==> src/cae_pkg.sv <==
// ---------------------------------------------------------------------------
// cae_pkg: shared types and constants of the circular arc point evaluator
// Word layouts, angle constants, the arctangent table and the rounding function.
// ---------------------------------------------------------------------------
package cae_pkg;

	localparam int RED_CELLS = 38;
	localparam int DIV_CELLS = 44;

	localparam logic [1:0] REG_SPEED = 2'd0;
	localparam logic [1:0] REG_CURV  = 2'd1;
	localparam logic [1:0] REG_EXPL  = 2'd2;

	localparam logic [59:0] TWO_PI_Q56 = 60'h6487ED5110B4612;
	localparam logic signed [47:0] PI_Q40      = 48'sh3243F6A8886;
	localparam logic signed [47:0] HALF_PI_Q40 = 48'sh1921FB54443;
	localparam logic signed [47:0] QUARTER_PI_Q40 = 48'shC90FDAA221;
	localparam logic signed [47:0] TWO_PI_Q40  = 48'sh6487ED5110C;
	localparam logic signed [47:0] GAIN_Q40    = 48'sh9B74EDA800;
	localparam logic signed [47:0] ONE_Q40     = 48'sh10000000000;

	typedef struct packed {
		logic signed [31:0] param_t;
		logic [1:0]         deriv_order;
	} item_t;

	typedef struct packed {
		logic signed [47:0] coord_x;
		logic signed [47:0] coord_y;
		logic [1:0]         deriv_index;
		logic               last_result;
		logic               saturated;
	} result_t;

	typedef struct packed {
		logic [1:0]         ord;
		logic               line;
		logic               neg;
		logic signed [31:0] d;
		logic [31:0]        ad;
		logic [31:0]        k;
		logic [95:0]        kdd;
		logic signed [47:0] line_x;
	} side_t;

	typedef struct packed {
		logic [59:0] r;
		logic [RED_CELLS-1:0] rest;
		side_t       side;
	} red_t;

	typedef struct packed {
		logic signed [47:0] x;
		logic signed [47:0] y;
		logic signed [47:0] z;
		logic               flip;
		side_t              side;
	} cor_t;

	typedef struct packed {
		logic [1:0]         ord;
		logic               line;
		logic signed [47:0] line_x;
		logic signed [31:0] d;
		logic [31:0]        k;
		logic signed [47:0] cx1;
		logic signed [47:0] cy1;
		logic signed [47:0] cx2;
		logic signed [47:0] cy2;
		logic               sat1;
		logic               sat2;
		logic               xneg;
		logic               yneg;
	} pass_t;

	typedef struct packed {
		logic [31:0] rx;
		logic [31:0] ry;
		logic [DIV_CELLS-1:0] nx;
		logic [DIV_CELLS-1:0] ny;
		logic [DIV_CELLS-1:0] qx;
		logic [DIV_CELLS-1:0] qy;
		pass_t       p;
	} dv_t;

	// elaboration only: atan(2^-i) in Q.40 from the alternating series
	function automatic logic signed [47:0] atan_q40(input int i);
		logic [63:0] sum;
		logic [63:0] num;
		logic [63:0] q;
		logic [64:0] rem;
		int n;
		int m;
		int b;
		sum = '0;
		if (i == 0) return QUARTER_PI_Q40;
		for (n = 0; i * (2 * n + 1) < 62; n++) begin
			m = 2 * n + 1;
			num = 64'd1 << (62 - i * m);
			rem = '0;
			q = '0;
			for (b = 63; b >= 0; b--) begin
				rem = {rem[63:0], num[b]};
				if (rem >= 65'(m)) begin
					rem = rem - 65'(m);
					q[b] = 1'b1;
				end
			end
			if (n % 2 == 1) sum = sum - q;
			else sum = sum + q;
		end
		return 48'((sum + (64'd1 << 21)) >> 22);
	endfunction

	// round magnitude m / 2^s half up, apply sign, clip to 48 bits
	function automatic logic [48:0] rnd_sat(input logic [127:0] m, input int s,
			input logic neg);
		logic [127:0] v;
		logic [127:0] lim;
		logic         sat;
		v = (m + (128'd1 << (s - 1))) >> s;
		lim = neg ? (128'd1 << 47) : ((128'd1 << 47) - 128'd1);
		sat = 1'b0;
		if (v > lim) begin
			v = lim;
			sat = 1'b1;
		end
		return {sat, neg ? 48'(-v[47:0]) : v[47:0]};
	endfunction

endpackage

==> src/cae_div_cell.sv <==
// ---------------------------------------------------------------------------
// cae_div_cell: one restoring division step for both position coordinates
// Produces one quotient bit of x and of y per cell.
// ---------------------------------------------------------------------------
module cae_div_cell (
	input  logic            clk,
	input  logic            arst_n,
	input  logic            en,
	input  logic            in_v,
	input  cae_pkg::dv_t    in_d,
	output logic            out_v,
	output cae_pkg::dv_t    out_d
);
	import cae_pkg::*;

	dv_t         nxt;
	logic [31:0] tx;
	logic [31:0] ty;
	logic        bx;
	logic        by;

	always_comb begin
		nxt = in_d;
		tx = {in_d.rx[30:0], in_d.nx[DIV_CELLS-1]};
		ty = {in_d.ry[30:0], in_d.ny[DIV_CELLS-1]};
		bx = tx >= in_d.p.k;
		by = ty >= in_d.p.k;
		nxt.rx = bx ? tx - in_d.p.k : tx;
		nxt.ry = by ? ty - in_d.p.k : ty;
		nxt.nx = in_d.nx << 1;
		nxt.ny = in_d.ny << 1;
		nxt.qx = {in_d.qx[DIV_CELLS-2:0], bx};
		nxt.qy = {in_d.qy[DIV_CELLS-2:0], by};
	end

	always_ff @(posedge clk or negedge arst_n) begin
		if (!arst_n) begin
			out_v <= 1'b0;
		end else if (en) begin
			out_v <= in_v;
		end
	end

	always_ff @(posedge clk) begin
		if (en) begin
			out_d <= nxt;
		end
	end

endmodule

==> config.mk <==
export PLATFORM = sky130hd
export DESIGN_NAME = cae_div_cell
export DESIGN_NICKNAME = d
export VERILOG_FILES = /design/src/cae_pkg.sv /design/src/cae_div_cell.sv
export SDC_FILE = /design/constraint.sdc
export NUM_CORES = 1
export LEC_CHECK = 0
export BUFFER_PORTS_ARGS = -buffer_cell sky130_fd_sc_hd__buf_2
export CAP_MARGIN = 0
export CORE_AREA = 2 2 430 432
export CTS_CLUSTER_DIAMETER = 40
export DETAILED_ROUTE_END_ITERATION = 10
export DIE_AREA = 0 0 432 434
export PLACE_DENSITY = 0.35
export SLEW_MARGIN = 10
export SYNTH_ARGS = -nofsm -noshare
export SYNTH_HDL_FRONTEND = slang
export SYNTH_SLANG_ARGS = --single-unit
==> constraint.sdc <==
create_clock -name clk -period 1.65 [get_ports clk]
set_input_delay 0.0825 -clock clk [delete_from_list [all_inputs] [get_ports clk]]
set_output_delay 0.0825 -clock clk [all_outputs]
set_load 0.01 [all_outputs]
==> flow_summary.toml <==
[layout]
regArea_um2 = 16510
drive_above_1_share_pct = 52.81
utilization_pct = 23.67
design_area_um2 = 43200
multi_input_area_um2 = 5192
fill_cells = 19430
syn_to_final_growth_pct = 105.9
nets = 4000
stdcell_count = 5860
most-common-layout-cells = "buf_2 (1,089), dlygate4sd3_1 (612), edfxtp_1 (549)"
layout_commonest_cell = "buf_2"

[timing]
rsz0062_at_grt = "true"
fin_crit_sh_pct = 131.4
timing.final.max_slew_violations = 0
fmax_mhz = 461.2
hold_violations = 3
fin_skew_ns = 0
relSlewSlack_pct = 66.61
worst_hold_slack_ns = -0.3290
fin_crit_ns = 2.168
finalSetupViolations = 66
fin_tns_setup_ns = -29.26
timing.final.ws_setup_ns = -0.5182
worst_pin_slew_ns = 0.4998

[global_route]
grt_overflow = 0
antenna_found_initial = 55
grt_pass1_vias = 20331
grt_first_pass_wirelength_um = 161600
grt_max_degree = 73
grt_usage_pct = 12.48

[setup_path]
critical-path-top-delay-family = "compound AO/OA/AOI/OAI gates"
crit_buf_inv = 5
r2r_slack_ns = 0.37
worstPathCellList = "buf_8, clkinv_8, ha_4, fa_2, nor2b_4, o31a_1, o41a_1, o21bai_4, a211oi_4, o41ai_4, buf_12, buf_12, buf_6, a21oi_1"
end_kind = "flip-flop"
slowest_stage = "o41ai_4"
crit_type = "in -> reg"
crit_path_max_fanout = 14
start_kind = "input port"
cpMostUsedCell = "buf_12"
slowest_delay_ns = 0.48
crit_required_ns = 2.09
cp_data_arrival_time_ns = 2.61

[place]
dpl_cell_area_um2 = 32320
io_buffers = 1100
dpl.cell_count = 5016
place_congestion = 0.8807
dpl_worst_slack_ns = -1.508
place_hpwl_um = 101100

[cts]
clkLatencyLatePin_ns = 0.71
cts_tree = "done"
clock-root-buffer = "clkbuf_16"
clockBufferDepth = 3
clk_pin_slew_ns = 0.05
cts_num_sinks = 550
cts_buffers = 104
htree_levels = 3

[outcome]
violations = "negative hold slack, negative setup slack"
status = "finished, violations left"

[yosys]
seq_area_frac_synth_pct = 78.71
synth.avg_cell_area_um2 = 17.03
synth_flop_cell = "edfxtp_1"
synth_edf_count = 549
ys.warnings.count = 0
yosys.cell_types.count = 66
ys_async_sr_fraction_pct = 0.1818
synth_area_um2 = 20980
yosys_register_bits = 550
syn_inst = 1232

[drt]
route.met3.wl_um = 6843
via_per_inst = 3.378
met2_length_um = 69770
wire_per_inst_um = 21.25
drt-met1-wl_um = 42070
dr.pass1.iters = 5
routed.top_layer = "met5"
drt_iter0_drc = 1022
via_count = 19798
routed_wl_um = 124500
ant_nets = 0
drc = 0

[floorplan]
initial_utilization_pct = 11.50
core_area_um2 = 182500
die_area_um2 = 187500
die_w_um = 432
die_y_um = 434
rows = 157
pin_count = 1107

[power_and_ir_drop]
p_leak_nw = 17.95
power_density_nw_per_um2 = 1088
total_power_mw = 47.02
ir_drop_v = 0.0006725

[run]
cap_violations = 0

[worst_hold_path]
hp-class = "in -> reg"
-- sequential cells by signal, summed over array words and instances, names as in the netlist --
register and cells:
out_d 549, out_v 1
-- metal layers --
metal  vias to the layer above  track usage (%)
met1                      9666            12.22
li1                       9112                -
met4                         4            5.984
met5                         -                0
met2                       769            24.50
met3                       247            2.712
-- path summary, 6_finish.rpt --
check | from | cells past startpoint | end
setup / recovery | in_d[442] | 14 | out_d[492]$_DFFE_PP_
hold / removal | in_d[196] | 2 | out_d[196]$_DFFE_PP_
setup reg to reg | out_v$_DFFE_PN0P_ | 2 | out_v$_DFFE_PN0P_
hold reg to reg | out_v$_DFFE_PN0P_ | 2 | out_v$_DFFE_PN0P_
max in group asynchronous | arst_n | 3 | out_v$_DFFE_PN0P_
min in group asynchronous | arst_n | 3 | out_v$_DFFE_PN0P_
-- power breakdown --
part	internal, mW	switching, mW	total [mW]
logic	4.25	4.44	8.68
registers	16.8	0.427	17.2
clock network	13.2	7.95	21.1
-- area by class of cell --
cell class	instances	area share, %
sequential	550	38.22
timing repair buffer	2070	34.23
multi-input combinational	603	12.02
tap	2385	6.908
clock buffer	116	6.178
clock inverter	76	1.845
inverter	50	0.5417
antenna	10	0.05793
-- what timing repair did --
item,4_1_cts,5_1_grt
gates cloned,2,2
hold buffers,606,6
gates resized for setup,98,124
endpoints found under the setup margin,66,66
buffers inserted,11,21
hold endpoints to repair,831,8
pin swaps,23,37
-- Yosys cell counts (3+ instances only) --
cell type / count / area, um^2
o21bai_1: 12 / 90.09
xor2_1: 25 / 219.0
buf_2: 6 / 30.03
nor2_1: 93 / 349.1
o211ai_1: 3 / 22.52
a211oi_1: 8 / 60.06
nor2b_1: 9 / 56.30
inv_1: 50 / 187.7
nand2_1: 44 / 165.2
a21boi_0: 3 / 22.52
xnor2_1: 29 / 254.0
o31ai_1: 5 / 37.54
and2_1: 7 / 43.79
mux2_4: 7 / 105.1
nand3_1: 17 / 85.08
o221a_2: 3 / 33.78
nand4_1: 14 / 87.58
or3_1: 4 / 25.02
buf_4: 6 / 45.04
o21ai_0: 29 / 145.1
nand2b_1: 7 / 43.79
ha_1: 64 / 800.8
a21oi_1: 104 / 520.5
o21a_1: 12 / 90.09
edfxtp_1: 549 / 16490
mux2_2: 10 / 112.6
nor3_1: 14 / 70.07
a21o_1: 18 / 135.1
a31oi_1: 11 / 68.82
clkbuf_1: 15 / 56.30
and3_1: 4 / 25.02
o31a_1: 5 / 43.79
a2111oi_0: 4 / 35.03
-- kinds of logic after synthesis --
group                      synth area share (%)
and+or+nand+nor                           4.760
adders and majority gates                 4.008
DFF                                       78.71
buffers and inverters                     1.652
muxes                                     1.038
xor gates and xnor gates                  2.255
other                                   0.01788
AOI/OAI and AO/OA                         7.563
Note: power is estimated with default switching activity, not from simulation.
