--- src/cae_pkg.sv ---
// ---------------------------------------------------------------------------
// cae_pkg: shared types and constants of the circular arc point evaluator
// Word layouts, angle constants, the arctangent table and the rounding function.
// ---------------------------------------------------------------------------
package cae_pkg;

	localparam int RED_CELLS = 38;
	localparam int DIV_CELLS = 44;

	localparam logic [1:0] REG_SPEED = 2'd0;
	localparam logic [1:0] REG_CURV  = 2'd1;
	localparam logic [1:0] REG_EXPL  = 2'd2;

	localparam logic [59:0] TWO_PI_Q56 = 60'h6487ED5110B4612;
	localparam logic signed [47:0] PI_Q40      = 48'sh3243F6A8886;
	localparam logic signed [47:0] HALF_PI_Q40 = 48'sh1921FB54443;
	localparam logic signed [47:0] QUARTER_PI_Q40 = 48'shC90FDAA221;
	localparam logic signed [47:0] TWO_PI_Q40  = 48'sh6487ED5110C;
	localparam logic signed [47:0] GAIN_Q40    = 48'sh9B74EDA800;
	localparam logic signed [47:0] ONE_Q40     = 48'sh10000000000;

	typedef struct packed {
		logic signed [31:0] param_t;
		logic [1:0]         deriv_order;
	} item_t;

	typedef struct packed {
		logic signed [47:0] coord_x;
		logic signed [47:0] coord_y;
		logic [1:0]         deriv_index;
		logic               last_result;
		logic               saturated;
	} result_t;

	typedef struct packed {
		logic [1:0]         ord;
		logic               line;
		logic               neg;
		logic signed [31:0] d;
		logic [31:0]        ad;
		logic [31:0]        k;
		logic [95:0]        kdd;
		logic signed [47:0] line_x;
	} side_t;

	typedef struct packed {
		logic [59:0] r;
		logic [RED_CELLS-1:0] rest;
		side_t       side;
	} red_t;

	typedef struct packed {
		logic signed [47:0] x;
		logic signed [47:0] y;
		logic signed [47:0] z;
		logic               flip;
		side_t              side;
	} cor_t;

	typedef struct packed {
		logic [1:0]         ord;
		logic               line;
		logic signed [47:0] line_x;
		logic signed [31:0] d;
		logic [31:0]        k;
		logic signed [47:0] cx1;
		logic signed [47:0] cy1;
		logic signed [47:0] cx2;
		logic signed [47:0] cy2;
		logic               sat1;
		logic               sat2;
		logic               xneg;
		logic               yneg;
	} pass_t;

	typedef struct packed {
		logic [31:0] rx;
		logic [31:0] ry;
		logic [DIV_CELLS-1:0] nx;
		logic [DIV_CELLS-1:0] ny;
		logic [DIV_CELLS-1:0] qx;
		logic [DIV_CELLS-1:0] qy;
		pass_t       p;
	} dv_t;

	// elaboration only: atan(2^-i) in Q.40 from the alternating series
	function automatic logic signed [47:0] atan_q40(input int i);
		logic [63:0] sum;
		logic [63:0] num;
		logic [63:0] q;
		logic [64:0] rem;
		int n;
		int m;
		int b;
		sum = '0;
		if (i == 0) return QUARTER_PI_Q40;
		for (n = 0; i * (2 * n + 1) < 62; n++) begin
			m = 2 * n + 1;
			num = 64'd1 << (62 - i * m);
			rem = '0;
			q = '0;
			for (b = 63; b >= 0; b--) begin
				rem = {rem[63:0], num[b]};
				if (rem >= 65'(m)) begin
					rem = rem - 65'(m);
					q[b] = 1'b1;
				end
			end
			if (n % 2 == 1) sum = sum - q;
			else sum = sum + q;
		end
		return 48'((sum + (64'd1 << 21)) >> 22);
	endfunction

	// round magnitude m / 2^s half up, apply sign, clip to 48 bits
	function automatic logic [48:0] rnd_sat(input logic [127:0] m, input int s,
			input logic neg);
		logic [127:0] v;
		logic [127:0] lim;
		logic         sat;
		v = (m + (128'd1 << (s - 1))) >> s;
		lim = neg ? (128'd1 << 47) : ((128'd1 << 47) - 128'd1);
		sat = 1'b0;
		if (v > lim) begin
			v = lim;
			sat = 1'b1;
		end
		return {sat, neg ? 48'(-v[47:0]) : v[47:0]};
	endfunction

endpackage

--- src/cae_red_cell.sv ---
// ---------------------------------------------------------------------------
// cae_red_cell: one restoring step of the angle reduction modulo 2*pi
// Shifts in the next product bit and subtracts 2*pi when it fits.
// ---------------------------------------------------------------------------
module cae_red_cell (
	input  logic            clk,
	input  logic            arst_n,
	input  logic            en,
	input  logic            in_v,
	input  cae_pkg::red_t   in_d,
	output logic            out_v,
	output cae_pkg::red_t   out_d
);
	import cae_pkg::*;

	red_t        nxt;
	logic [59:0] tr;

	always_comb begin
		nxt = in_d;
		tr = {in_d.r[58:0], in_d.rest[RED_CELLS-1]};
		nxt.r = (tr >= TWO_PI_Q56) ? tr - TWO_PI_Q56 : tr;
		nxt.rest = in_d.rest << 1;
	end

	always_ff @(posedge clk or negedge arst_n) begin
		if (!arst_n) begin
			out_v <= 1'b0;
		end else if (en) begin
			out_v <= in_v;
		end
	end

	always_ff @(posedge clk) begin
		if (en) begin
			out_d <= nxt;
		end
	end

endmodule

--- config.mk ---
export PLATFORM = sky130hd
export DESIGN_NAME = cae_red_cell
export DESIGN_NICKNAME = d
export VERILOG_FILES = /design/src/cae_pkg.sv /design/src/cae_red_cell.sv
export SDC_FILE = /design/constraint.sdc
export NUM_CORES = 1
export LEC_CHECK = 0
export BUFFER_PORTS_ARGS = -buffer_cell sky130_fd_sc_hd__buf_2
export CAP_MARGIN = 20
export CORE_AREA = 2 2 266 268
export DETAILED_ROUTE_END_ITERATION = 10
export DIE_AREA = 0 0 268 270
export PLACE_DENSITY = 0.42
export SLEW_MARGIN = 20
export SYNTH_ARGS = -nofsm -noshare
export SYNTH_HDL_FRONTEND = slang
export SYNTH_SLANG_ARGS = --single-unit
--- constraint.sdc ---
create_clock -name clk -period 0.8 [get_ports clk]
set_clock_uncertainty 0.15 [all_clocks]
set_input_delay 0.08 -clock clk [delete_from_list [all_inputs] [get_ports clk]]
set_output_delay 0.08 -clock clk [all_outputs]
set_load 0.01 [all_outputs]
==> impl_metrics.yaml <==
worst_setup_path:
  critical_path_arrival_ns: 2.67
  crit_type: "in -> reg"
  cp-start-kind: "input port"
  crit_path_end_kind: "flop"
  cp_slowest_stage_delay_ns: 0.57
  path_cells: "buf_6 -> or4_4 -> or4_4 -> or4_4 -> o21ai_4 -> buf_6 -> a21oi_4 -> buf_6 -> buf_16 -> a211oi_2 -> xor2_1"
  path_max_fanout: 6
  slowest_stage: "or4_4"
  crit_required_ns: 0.95
final_layout:
  final_util: 0.330
  area_growth_syn_to_layout_pct: 90.8
  drive_gt1_frac: 0.531
  multi_input_area_um2: 2050
  regArea_um2: 10300
  instances_no_fill: 2772
  nNetsFinal: 2148
  fillers: 6945
power_and_ir_drop:
  internal_power_mw: 35.5
  cellLeakagePower_nw: 9.57
  pwr-share-seq: 0.469
  power_density_nw_per_um2: 2050
  power.share.clock: 0.374
  vdd_ir_drop_max_v: 0.00125
  power.share.combinational: 0.157
  p_sw_mw: 11.5
  swShare: 0.245
timing:
  worstMarginPinSlew_ns: 0.514
  fin_ws_ns: -1.72
  timing.fmax_mhz: 397
  slew_viol_final: 0
  rsz0062_at_grt: "yes"
  final.period_utilization: 3.15
  whs_ns: -0.231
  hold_viol: 191
  final.min_clock_period_ns: 2.52
  setup_viol_count_final: 402
  relSlewSlack: 0.656
place:
  io_buffers: 686
  place_congestion: 0.808
  hpwl_um: 39000
  dp_cells: 2396
logic_synthesis:
  syn_avg_cell_area_um2: 19.5
  synth_largest_area_cell: "edfxtp_1"
  synthDistinctLibCells: 55
  yosysSeqAreaShare: 0.852
  syn_nets: 966
  netlist.area_leader.share: 0.850
  synth_edf_count: 341
  synth-seq-cells: 342
  ys.flop_type: "edfxtp_1"
  synth_area_leaders: "edfxtp_1 85%, xnor2_1 2.5%, xor2_1 1.6%"
  ys_top_cells_by_count: "341 x edfxtp_1, 34 x xnor2_1, 28 x nor2_1, 27 x nand2_1, 22 x xor2_1"
  synth_most_common_cell: "edfxtp_1"
  netlist_instances: 619
  synth_area_um2: 12000
  synth_warnings: 0
  async_reset_ff_frac: 0.00292
drt:
  routed-via-count: 10400
  firstDrtPassIters: 4
  post_drt_wl_per_cell_um: 18.6
  ant_nets: 0
  vias_per_cell: 3.76
  drc_errors: 0
  drtIter0Drc: 590
  wirelength_um: 51500
clocking:
  ctsHoldBuffers: 288
  cts-root-buf: "clkbuf_16"
  insertion_delay_ns: 0.56
  cts-htree-levels: 2
  cts_buffers: 41
  clockBufferDepth: 3
  cts_tree: "yes"
  path_clk_slew_ns: 0.06
  cts_sinks: 342
grt:
  grt_util_all_layers: 0.134
  grt_util_met3: 0.0312
  use_met1: 0.147
  gr-total-overflow: 0
  grt_pass1_vias: 11000
  grt.busiest_layer: "met2"
  grt_pass1_wl_um: 71600
  grt_antenna_before_repair: 6
  grtUsageMet2: 0.248
  grt_max_degree: 31
hold_path:
  hp-class: "in -> reg"
flow_run:
  maxCapViolations: 0
status:
  status: "finished, violations left"
  violations: "negative hold slack, negative setup slack"
floorplan:
  initial_core_util: 0.173
  io_pins: 689
  die_h_um: 270
  std_cell_rows: 97
  die-area_um2: 72400
  core_um2: 69500
  die_x_um: 268
[flip-flops by register name (all words and copies together), names as in the netlist]
signal / cells
out_d: 341
out_v: 1
[logic make-up after synthesis]
family | share of synthesized area
flip-flops | 0.852
AND/OR/NAND/NOR | 0.0552
AO/OA/AOI/OAI | 0.0401
XOR/XNOR | 0.0407
buffers and inverters | 0.00852
multiplexers | 0.00187
adder cells (fa/ha/maj) | 0.00104
other | 0.000311
[through the flow]
stage / setup TNS (ns) / total power, mW / worst slack, ns / cell area, µm²
floorplan: -113.98 / 23.8 / -2.01 / 12100
global placement: -209.99 / 27.9 / -2.38 / 18000
detailed placement: -210.79 / 27.9 / -2.43 / 18000
CTS: -282.29 / 47.5 / -1.67 / 22700
global route: -290.23 / 48.9 / -1.74 / 23000
finish: -268.26 / 47.0 / -1.72 / 23000
[timing repair]
| action | CTS | global route |
|---|---|---|
| gates cloned | 3 | 1 |
| gates resized for setup | 105 | 62 |
| endpoints found under the setup margin | 402 | 402 |
| pin swaps | 20 | 12 |
| buffers inserted | 7 | 6 |
| endpoints found under the hold margin | 657 | 272 |
[cell usage in the layout, fill, tap and decap left out, types with 4 or more instances in the layout]
master and n:
clkbuf_1 12, o21ai_1 4, a31oi_1 4, or4_4 4, a21oi_1 15, buf_2 629
xor2_1 22, o211ai_1 5, clkinv_1 5, nand4_1 8, nor2_4 9, nand3_1 10
nand2_1 25, buf_6 63, nand3b_1 4, xnor2_1 33, inv_1 7, o21ai_0 10
dlygate4sd3_1 288, buf_12 10, clkbuf_16 42, nor4_4 5, buf_4 156, clkbuf_8 4
nor2_1 18, edfxtp_1 341, nand2b_1 4, nor3_1 6
[area by class of cell]
cell class                 instances  share of cell area
timing repair buffer            1150               0.357
inverter                           7             0.00114
clock buffer                      57              0.0490
sequential                       342               0.447
clock inverter                    15             0.00545
antenna                            2            0.000218
tap                              940              0.0512
multi-input combinational        259              0.0891
[routing by layer]
| layer | part of all wire | wire (µm) | up-vias |
|---|---|---|---|
| met1 | 0.38 | 19400 | 5113 |
| met4 | 0.031 | 1620 | 4 |
| met2 | 0.53 | 27200 | 427 |
| met5 | 0.00058 | 30 | - |
| met3 | 0.064 | 3280 | 73 |
| li1 | - | - | 4813 |
[worst paths after layout]
check,startpoint,to,slack [ns],depth (start not counted)
worst max-delay path,in_d[286],out_d[312],-1.72,11
worst min-delay path,en,out_d[199],-0.23,2
worst max register to register,out_v,out_v,-0.11,1
worst min register to register,out_v,out_v,0.39,1
max in group asynchronous,arst_n,out_v,0.13,3
min in group asynchronous,arst_n,out_v,0.24,3
[power by group through the flow]
stage | Combinational (mW) | Sequential [mW] | Clock [mW]
2_1_floorplan | 0.734 | 23.1 | 0
4_1_cts | 7.27 | 22.0 | 18.2
6_report | 7.39 | 22.0 | 17.6
3_3_place_gp | 5.61 | 22.3 | 0
5_1_grt | 7.86 | 22.2 | 18.9
3_5_place_dp | 5.63 | 22.3 | 0
[critical path: cells and delay by family]
| kind | cells | cell delay, ns |
|---|---|---|
| xor+xnor | 1 | 0.09 |
| compound gates | 3 | 0.37 |
| simple gates | 3 | 1.62 |
| buf+inv | 4 | 0.50 |
Note: power is estimated with default switching activity, not from simulation.
