$ cat src/cae_pkg.sv
// ---------------------------------------------------------------------------
// cae_pkg: shared types and constants of the circular arc point evaluator
// Word layouts, angle constants, the arctangent table and the rounding function.
// ---------------------------------------------------------------------------
package cae_pkg;

	localparam int RED_CELLS = 38;
	localparam int DIV_CELLS = 44;

	localparam logic [1:0] REG_SPEED = 2'd0;
	localparam logic [1:0] REG_CURV  = 2'd1;
	localparam logic [1:0] REG_EXPL  = 2'd2;

	localparam logic [59:0] TWO_PI_Q56 = 60'h6487ED5110B4612;
	localparam logic signed [47:0] PI_Q40      = 48'sh3243F6A8886;
	localparam logic signed [47:0] HALF_PI_Q40 = 48'sh1921FB54443;
	localparam logic signed [47:0] QUARTER_PI_Q40 = 48'shC90FDAA221;
	localparam logic signed [47:0] TWO_PI_Q40  = 48'sh6487ED5110C;
	localparam logic signed [47:0] GAIN_Q40    = 48'sh9B74EDA800;
	localparam logic signed [47:0] ONE_Q40     = 48'sh10000000000;

	typedef struct packed {
		logic signed [31:0] param_t;
		logic [1:0]         deriv_order;
	} item_t;

	typedef struct packed {
		logic signed [47:0] coord_x;
		logic signed [47:0] coord_y;
		logic [1:0]         deriv_index;
		logic               last_result;
		logic               saturated;
	} result_t;

	typedef struct packed {
		logic [1:0]         ord;
		logic               line;
		logic               neg;
		logic signed [31:0] d;
		logic [31:0]        ad;
		logic [31:0]        k;
		logic [95:0]        kdd;
		logic signed [47:0] line_x;
	} side_t;

	typedef struct packed {
		logic [59:0] r;
		logic [RED_CELLS-1:0] rest;
		side_t       side;
	} red_t;

	typedef struct packed {
		logic signed [47:0] x;
		logic signed [47:0] y;
		logic signed [47:0] z;
		logic               flip;
		side_t              side;
	} cor_t;

	typedef struct packed {
		logic [1:0]         ord;
		logic               line;
		logic signed [47:0] line_x;
		logic signed [31:0] d;
		logic [31:0]        k;
		logic signed [47:0] cx1;
		logic signed [47:0] cy1;
		logic signed [47:0] cx2;
		logic signed [47:0] cy2;
		logic               sat1;
		logic               sat2;
		logic               xneg;
		logic               yneg;
	} pass_t;

	typedef struct packed {
		logic [31:0] rx;
		logic [31:0] ry;
		logic [DIV_CELLS-1:0] nx;
		logic [DIV_CELLS-1:0] ny;
		logic [DIV_CELLS-1:0] qx;
		logic [DIV_CELLS-1:0] qy;
		pass_t       p;
	} dv_t;

	// elaboration only: atan(2^-i) in Q.40 from the alternating series
	function automatic logic signed [47:0] atan_q40(input int i);
		logic [63:0] sum;
		logic [63:0] num;
		logic [63:0] q;
		logic [64:0] rem;
		int n;
		int m;
		int b;
		sum = '0;
		if (i == 0) return QUARTER_PI_Q40;
		for (n = 0; i * (2 * n + 1) < 62; n++) begin
			m = 2 * n + 1;
			num = 64'd1 << (62 - i * m);
			rem = '0;
			q = '0;
			for (b = 63; b >= 0; b--) begin
				rem = {rem[63:0], num[b]};
				if (rem >= 65'(m)) begin
					rem = rem - 65'(m);
					q[b] = 1'b1;
				end
			end
			if (n % 2 == 1) sum = sum - q;
			else sum = sum + q;
		end
		return 48'((sum + (64'd1 << 21)) >> 22);
	endfunction

	// round magnitude m / 2^s half up, apply sign, clip to 48 bits
	function automatic logic [48:0] rnd_sat(input logic [127:0] m, input int s,
			input logic neg);
		logic [127:0] v;
		logic [127:0] lim;
		logic         sat;
		v = (m + (128'd1 << (s - 1))) >> s;
		lim = neg ? (128'd1 << 47) : ((128'd1 << 47) - 128'd1);
		sat = 1'b0;
		if (v > lim) begin
			v = lim;
			sat = 1'b1;
		end
		return {sat, neg ? 48'(-v[47:0]) : v[47:0]};
	endfunction

endpackage

$ cat src/cae_cordic_cell.sv
// ---------------------------------------------------------------------------
// cae_cordic_cell: one rotation-mode CORDIC micro-rotation
// Rotates by +/- atan(2^-IDX) toward zero residual angle.
// ---------------------------------------------------------------------------
module cae_cordic_cell #(
	parameter int IDX = 0
) (
	input  logic            clk,
	input  logic            arst_n,
	input  logic            en,
	input  logic            in_v,
	input  cae_pkg::cor_t   in_d,
	output logic            out_v,
	output cae_pkg::cor_t   out_d
);
	import cae_pkg::*;

	localparam logic signed [47:0] ATAN = atan_q40(IDX);

	cor_t               nxt;
	logic signed [47:0] dx;
	logic signed [47:0] dy;

	always_comb begin
		nxt = in_d;
		dx = in_d.y >>> IDX;
		dy = in_d.x >>> IDX;
		if (in_d.z >= 0) begin
			nxt.x = in_d.x - dx;
			nxt.y = in_d.y + dy;
			nxt.z = in_d.z - ATAN;
		end else begin
			nxt.x = in_d.x + dx;
			nxt.y = in_d.y - dy;
			nxt.z = in_d.z + ATAN;
		end
	end

	always_ff @(posedge clk or negedge arst_n) begin
		if (!arst_n) begin
			out_v <= 1'b0;
		end else if (en) begin
			out_v <= in_v;
		end
	end

	always_ff @(posedge clk) begin
		if (en) begin
			out_d <= nxt;
		end
	end

endmodule

$ cat config.mk
export PLATFORM = sky130hd
export DESIGN_NAME = cae_cordic_cell
export DESIGN_NICKNAME = d
export VERILOG_FILES = /design/src/cae_pkg.sv /design/src/cae_cordic_cell.sv
export SDC_FILE = /design/constraint.sdc
export NUM_CORES = 1
export LEC_CHECK = 0
export ABC_CLOCK_PERIOD_IN_PS = 1700
export BUFFER_PORTS_ARGS = -buffer_cell sky130_fd_sc_hd__buf_2
export CAP_MARGIN = 10
export CORE_AREA = 4 4 304 306
export DETAILED_ROUTE_END_ITERATION = 7
export DIE_AREA = 0 0 308 310
export PLACE_DENSITY = 0.45
export RECOVER_POWER = 25
export SYNTH_ARGS = -nofsm -noshare
export SYNTH_HDL_FRONTEND = slang
export SYNTH_SLANG_ARGS = --single-unit
$ cat constraint.sdc
create_clock -name clk -period 1.7 [get_ports clk]
set_input_delay 0.17 -clock clk [delete_from_list [all_inputs] [get_ports clk]]
set_output_delay 0.17 -clock clk [all_outputs]
set_load 0.02 [all_outputs]
==> metrics.md <==
| Metric | Value |
|---|---|
| Outcome | `finished with violations` |
| Clock sink total | `389` |
| Slew HR | `0.0848` |
| Synth Instances | `2174` |
| Clock Skews | `0 ns` |
| Pin count of the biggest net entering global routing | `118` |
| Reg-to-Reg Start | `out_v$_DFFE_PN0P_` |
| Comb pwr share | `0.375` |
| Drt pass-1 iters | `5` |
| Fin util | `0.484` |
| First-pass GRT wire length | `180000 um` |
| Max Cap Violations | `0` |
| Internal power | `24300 uW` |
| Flop pwr share | `0.335` |
| Min-delay src | `in_d[341]` |
| Mapped Avg Cell Area | `10.6 um^2` |
| Final Setup Violations | `488` |
| Routability cong. | `0.983` |
| Die ar. | `95500 um^2` |
| RSZ-0062 raised after global routing | `true` |
| Port bufs | `782` |
| Worst IR Drop VDD | `0.612 mV` |
| Top_reg_cell synth | `edfxtp_1` |
| Cell Rows | `110` |
| Hold Path Class | `primary input to flop` |
| Min Tclk post-route | `2.41 ns` |
| Post-route insts no fill | `5302` |
| Clk_lat worst skew | `0.62 ns` |
| Fin crit share | `1.42` |
| CP startpoint kind | `primary input` |
| Count leader, synth | `edfxtp_1` |
| WHS Endpoint | `out_d[341]$_DFFE_PP_` |
| DRT iter0 DRCs | `1840` |
| Critical Path RT | `2.08 ns` |
| Register area share after synthesis | `0.504` |
| Vias in the first global route | `26400` |
| Slew @ Worst Pin | `1.37 ns` |
| R2R Path End | `out_v$_DFFE_PN0P_` |
| Synth warn | `0` |
| Crit Path Max Fanout | `6` |
| Critical Path AT | `2.79 ns` |
| Initial Utilization | `0.258` |
| Final hold violation count | `0` |
| #FFs+latches synth | `389` |
| Mapped Nets | `2759` |
| Cell area after synthesis | `23100 um^2` |
| Max-slew violation count | `0` |
| Power, Total | `36900 uW` |
| Leakage | `0.0191 uW` |
| Switching power | `12600 uW` |
| Max H-tree Level | `2` |
| Flop2flop setup slack | `0.38 ns` |
| Pwr dens | `852 nW/um^2` |
| Switch share | `0.342` |
| Total gr overflow | `0` |
| Top cells by count, synth | `edfxtp_1 (388), a21oi_1 (237), ha_1 (188), nor2_1 (161), inv_1 (157)` |
| Reg clk slew, reported paths | `0.06 ns` |
| GRT Total Usage | `0.256` |
| Number of flops mapped to enable cells by yosys | `388` |
| Via density | `4.83` |
| CTS root buf | `clkbuf_16` |
| Post-route ant nets | `0` |
| Fillers | `8381` |
| Post-Route WL | `130000 um` |
| Clock power share | `0.290` |
| Avg WL per Cell | `24.5 um` |
| Die W | `308 um` |
| Clock Tree Buf Depth | `3` |
| Core ar. | `89600 um^2` |
| Syn-to-layout area delta | `87.3%` |
| Top-area cell type share of the netlist area | `0.503` |
| Critical Path End Type | `flop` |
| Top post-synthesis cells by area | `edfxtp_1 (50%), ha_1 (10%), a21oi_1 (5.1%)` |
| Hold path depth | `4` |
| Area leader, netlist | `edfxtp_1` |
| Setup ws final | `-0.712 ns` |
| FFs w/ async S/R, synth | `0.00257` |
| Initial antenna violation count | `19` |
| Final HPWL DP | `105000 um` |
| Violated checks | `negative setup slack` |
| Vias | `25600` |
| # placed instances | `4882` |
| Layout cells sized above 1 | `0.534` |
| Max Clk Rate | `415 MHz` |
| Num CTS Buffers | `48` |
| DR DRC count | `0` |
| IO Count | `783` |
| CP Class | `primary input to flop` |
| Die Span Y | `310 um` |
| Nets@finish | `4663` |
| TritonCTS clock tree | `yes` |
| Cell variety after synth | `74` |
| Worst reg2reg path depth | `2` |
[per-stage QoR]
step	TNS (ns)	cell area, um^2	hold WS [ns]	setup slack [ns]
after floorplan	-71.75	24300	-0.126	-1.12
after global placement	-145.81	35600	-0.0545	-1.68
after detailed placement	-146.17	35600	-0.0520	-1.62
after CTS	-42.31	41900	0.0258	-0.651
after global routing	-165.80	43300	0.0441	-0.730
final	-129.92	43400	0.0729	-0.712
[cells in the final DEF, fill, tap and decap left out, types with 60 or more instances in the layout]
cell type / netlist / layout
dlygate4sd3_1: 0 / 254
edfxtp_1: 388 / 388
nor2_1: 161 / 138
clkbuf_1: 59 / 62
o21ai_0: 130 / 60
buf_6: 0 / 80
nand2_1: 120 / 105
inv_1: 157 / 133
buf_2: 8 / 707
buf_4: 2 / 809
a21oi_1: 237 / 153
a21o_1: 63 / 60
xnor2_1: 113 / 78
ha_1: 188 / 131
[sequential cells by signal, indices dropped and copies added, names as in the netlist]
| register | cells |
|---|---|
| out_v | 1 |
| out_d | 388 |
[worst max-delay path, cell delays in order]
cell and delay [ns]:
buf_12 0.10, inv_12 0.03, ha_4 0.30, nand4_1 0.17
a211o_1 0.32, a31oi_4 0.24, o31a_1 0.25, o21ai_2 0.12
o31a_1 0.31, or4_4 0.44, a32oi_2 0.23, xnor2_1 0.09
[cell type report]
| class | count | area, um^2 | share of cell area |
|---|---|---|---|
| inverters | 165 | 712 | 0.0164 |
| multi-input cells | 1537 | 14000 | 0.322 |
| well taps | 1176 | 1470 | 0.0339 |
| repair inverters | 2 | 32.5 | 0.000750 |
| clock buffers | 58 | 1240 | 0.0286 |
| diodes | 9 | 22.5 | 0.000520 |
| flip-flops and latches | 389 | 11700 | 0.269 |
| repair buffers | 1935 | 13800 | 0.319 |
| clock inverters | 31 | 383 | 0.00883 |
[power groups by stage]
| stage | Sequential [uW] | Clock [uW] | Combinational (uW) |
|---|---|---|---|
| final | 12400 | 10700 | 13800 |
| after global routing | 12400 | 11400 | 14600 |
| after CTS | 12400 | 11000 | 13100 |
| after detailed placement | 12500 | 0 | 11500 |
| after global placement | 12600 | 0 | 11500 |
| after floorplan | 13800 | 0 | 3940 |
[timing repair]
action	in CTS	in global routing
gates cloned	2	0
endpoints found under the hold margin	264	0
hold buffers	254	0
setup endpoints to repair	113	117
gates resized for setup	369	269
pin swaps	167	182
setup buffers	58	46
[per-layer routing]
metal	GRT usage	wire length, um
met1	0.313	52100
met3	0.0447	7830
met5	0	56
met2	0.447	64000
met4	0.105	6010
[cells by family after synthesis]
group | Yosys count | synth area share
AO/OA/AOI/OAI | 686 | 0.188
XOR/XNOR | 134 | 0.0507
adder cells (fa/ha/maj) | 192 | 0.105
buffers and inverters | 248 | 0.0410
flip-flops | 389 | 0.504
multiplexers | 19 | 0.00838
AND/OR/NAND/NOR | 506 | 0.103
[how the worst max path moves through the flow]
stage	startpoint	end	slack, ns	cells after the start
floorplan	in_d[292]	out_d[287]$_DFFE_PP_	-1.12	13
global placement	in_d[292]	out_d[287]$_DFFE_PP_	-1.68	13
detailed placement	in_d[292]	out_d[287]$_DFFE_PP_	-1.62	13
CTS	in_d[341]	out_d[373]$_DFFE_PP_	-0.65	15
global route	in_d[341]	out_d[375]$_DFFE_PP_	-0.73	16
finish	in_d[300]	out_d[382]$_DFFE_PP_	-0.71	12
Note: power is estimated with default switching activity, not from simulation.
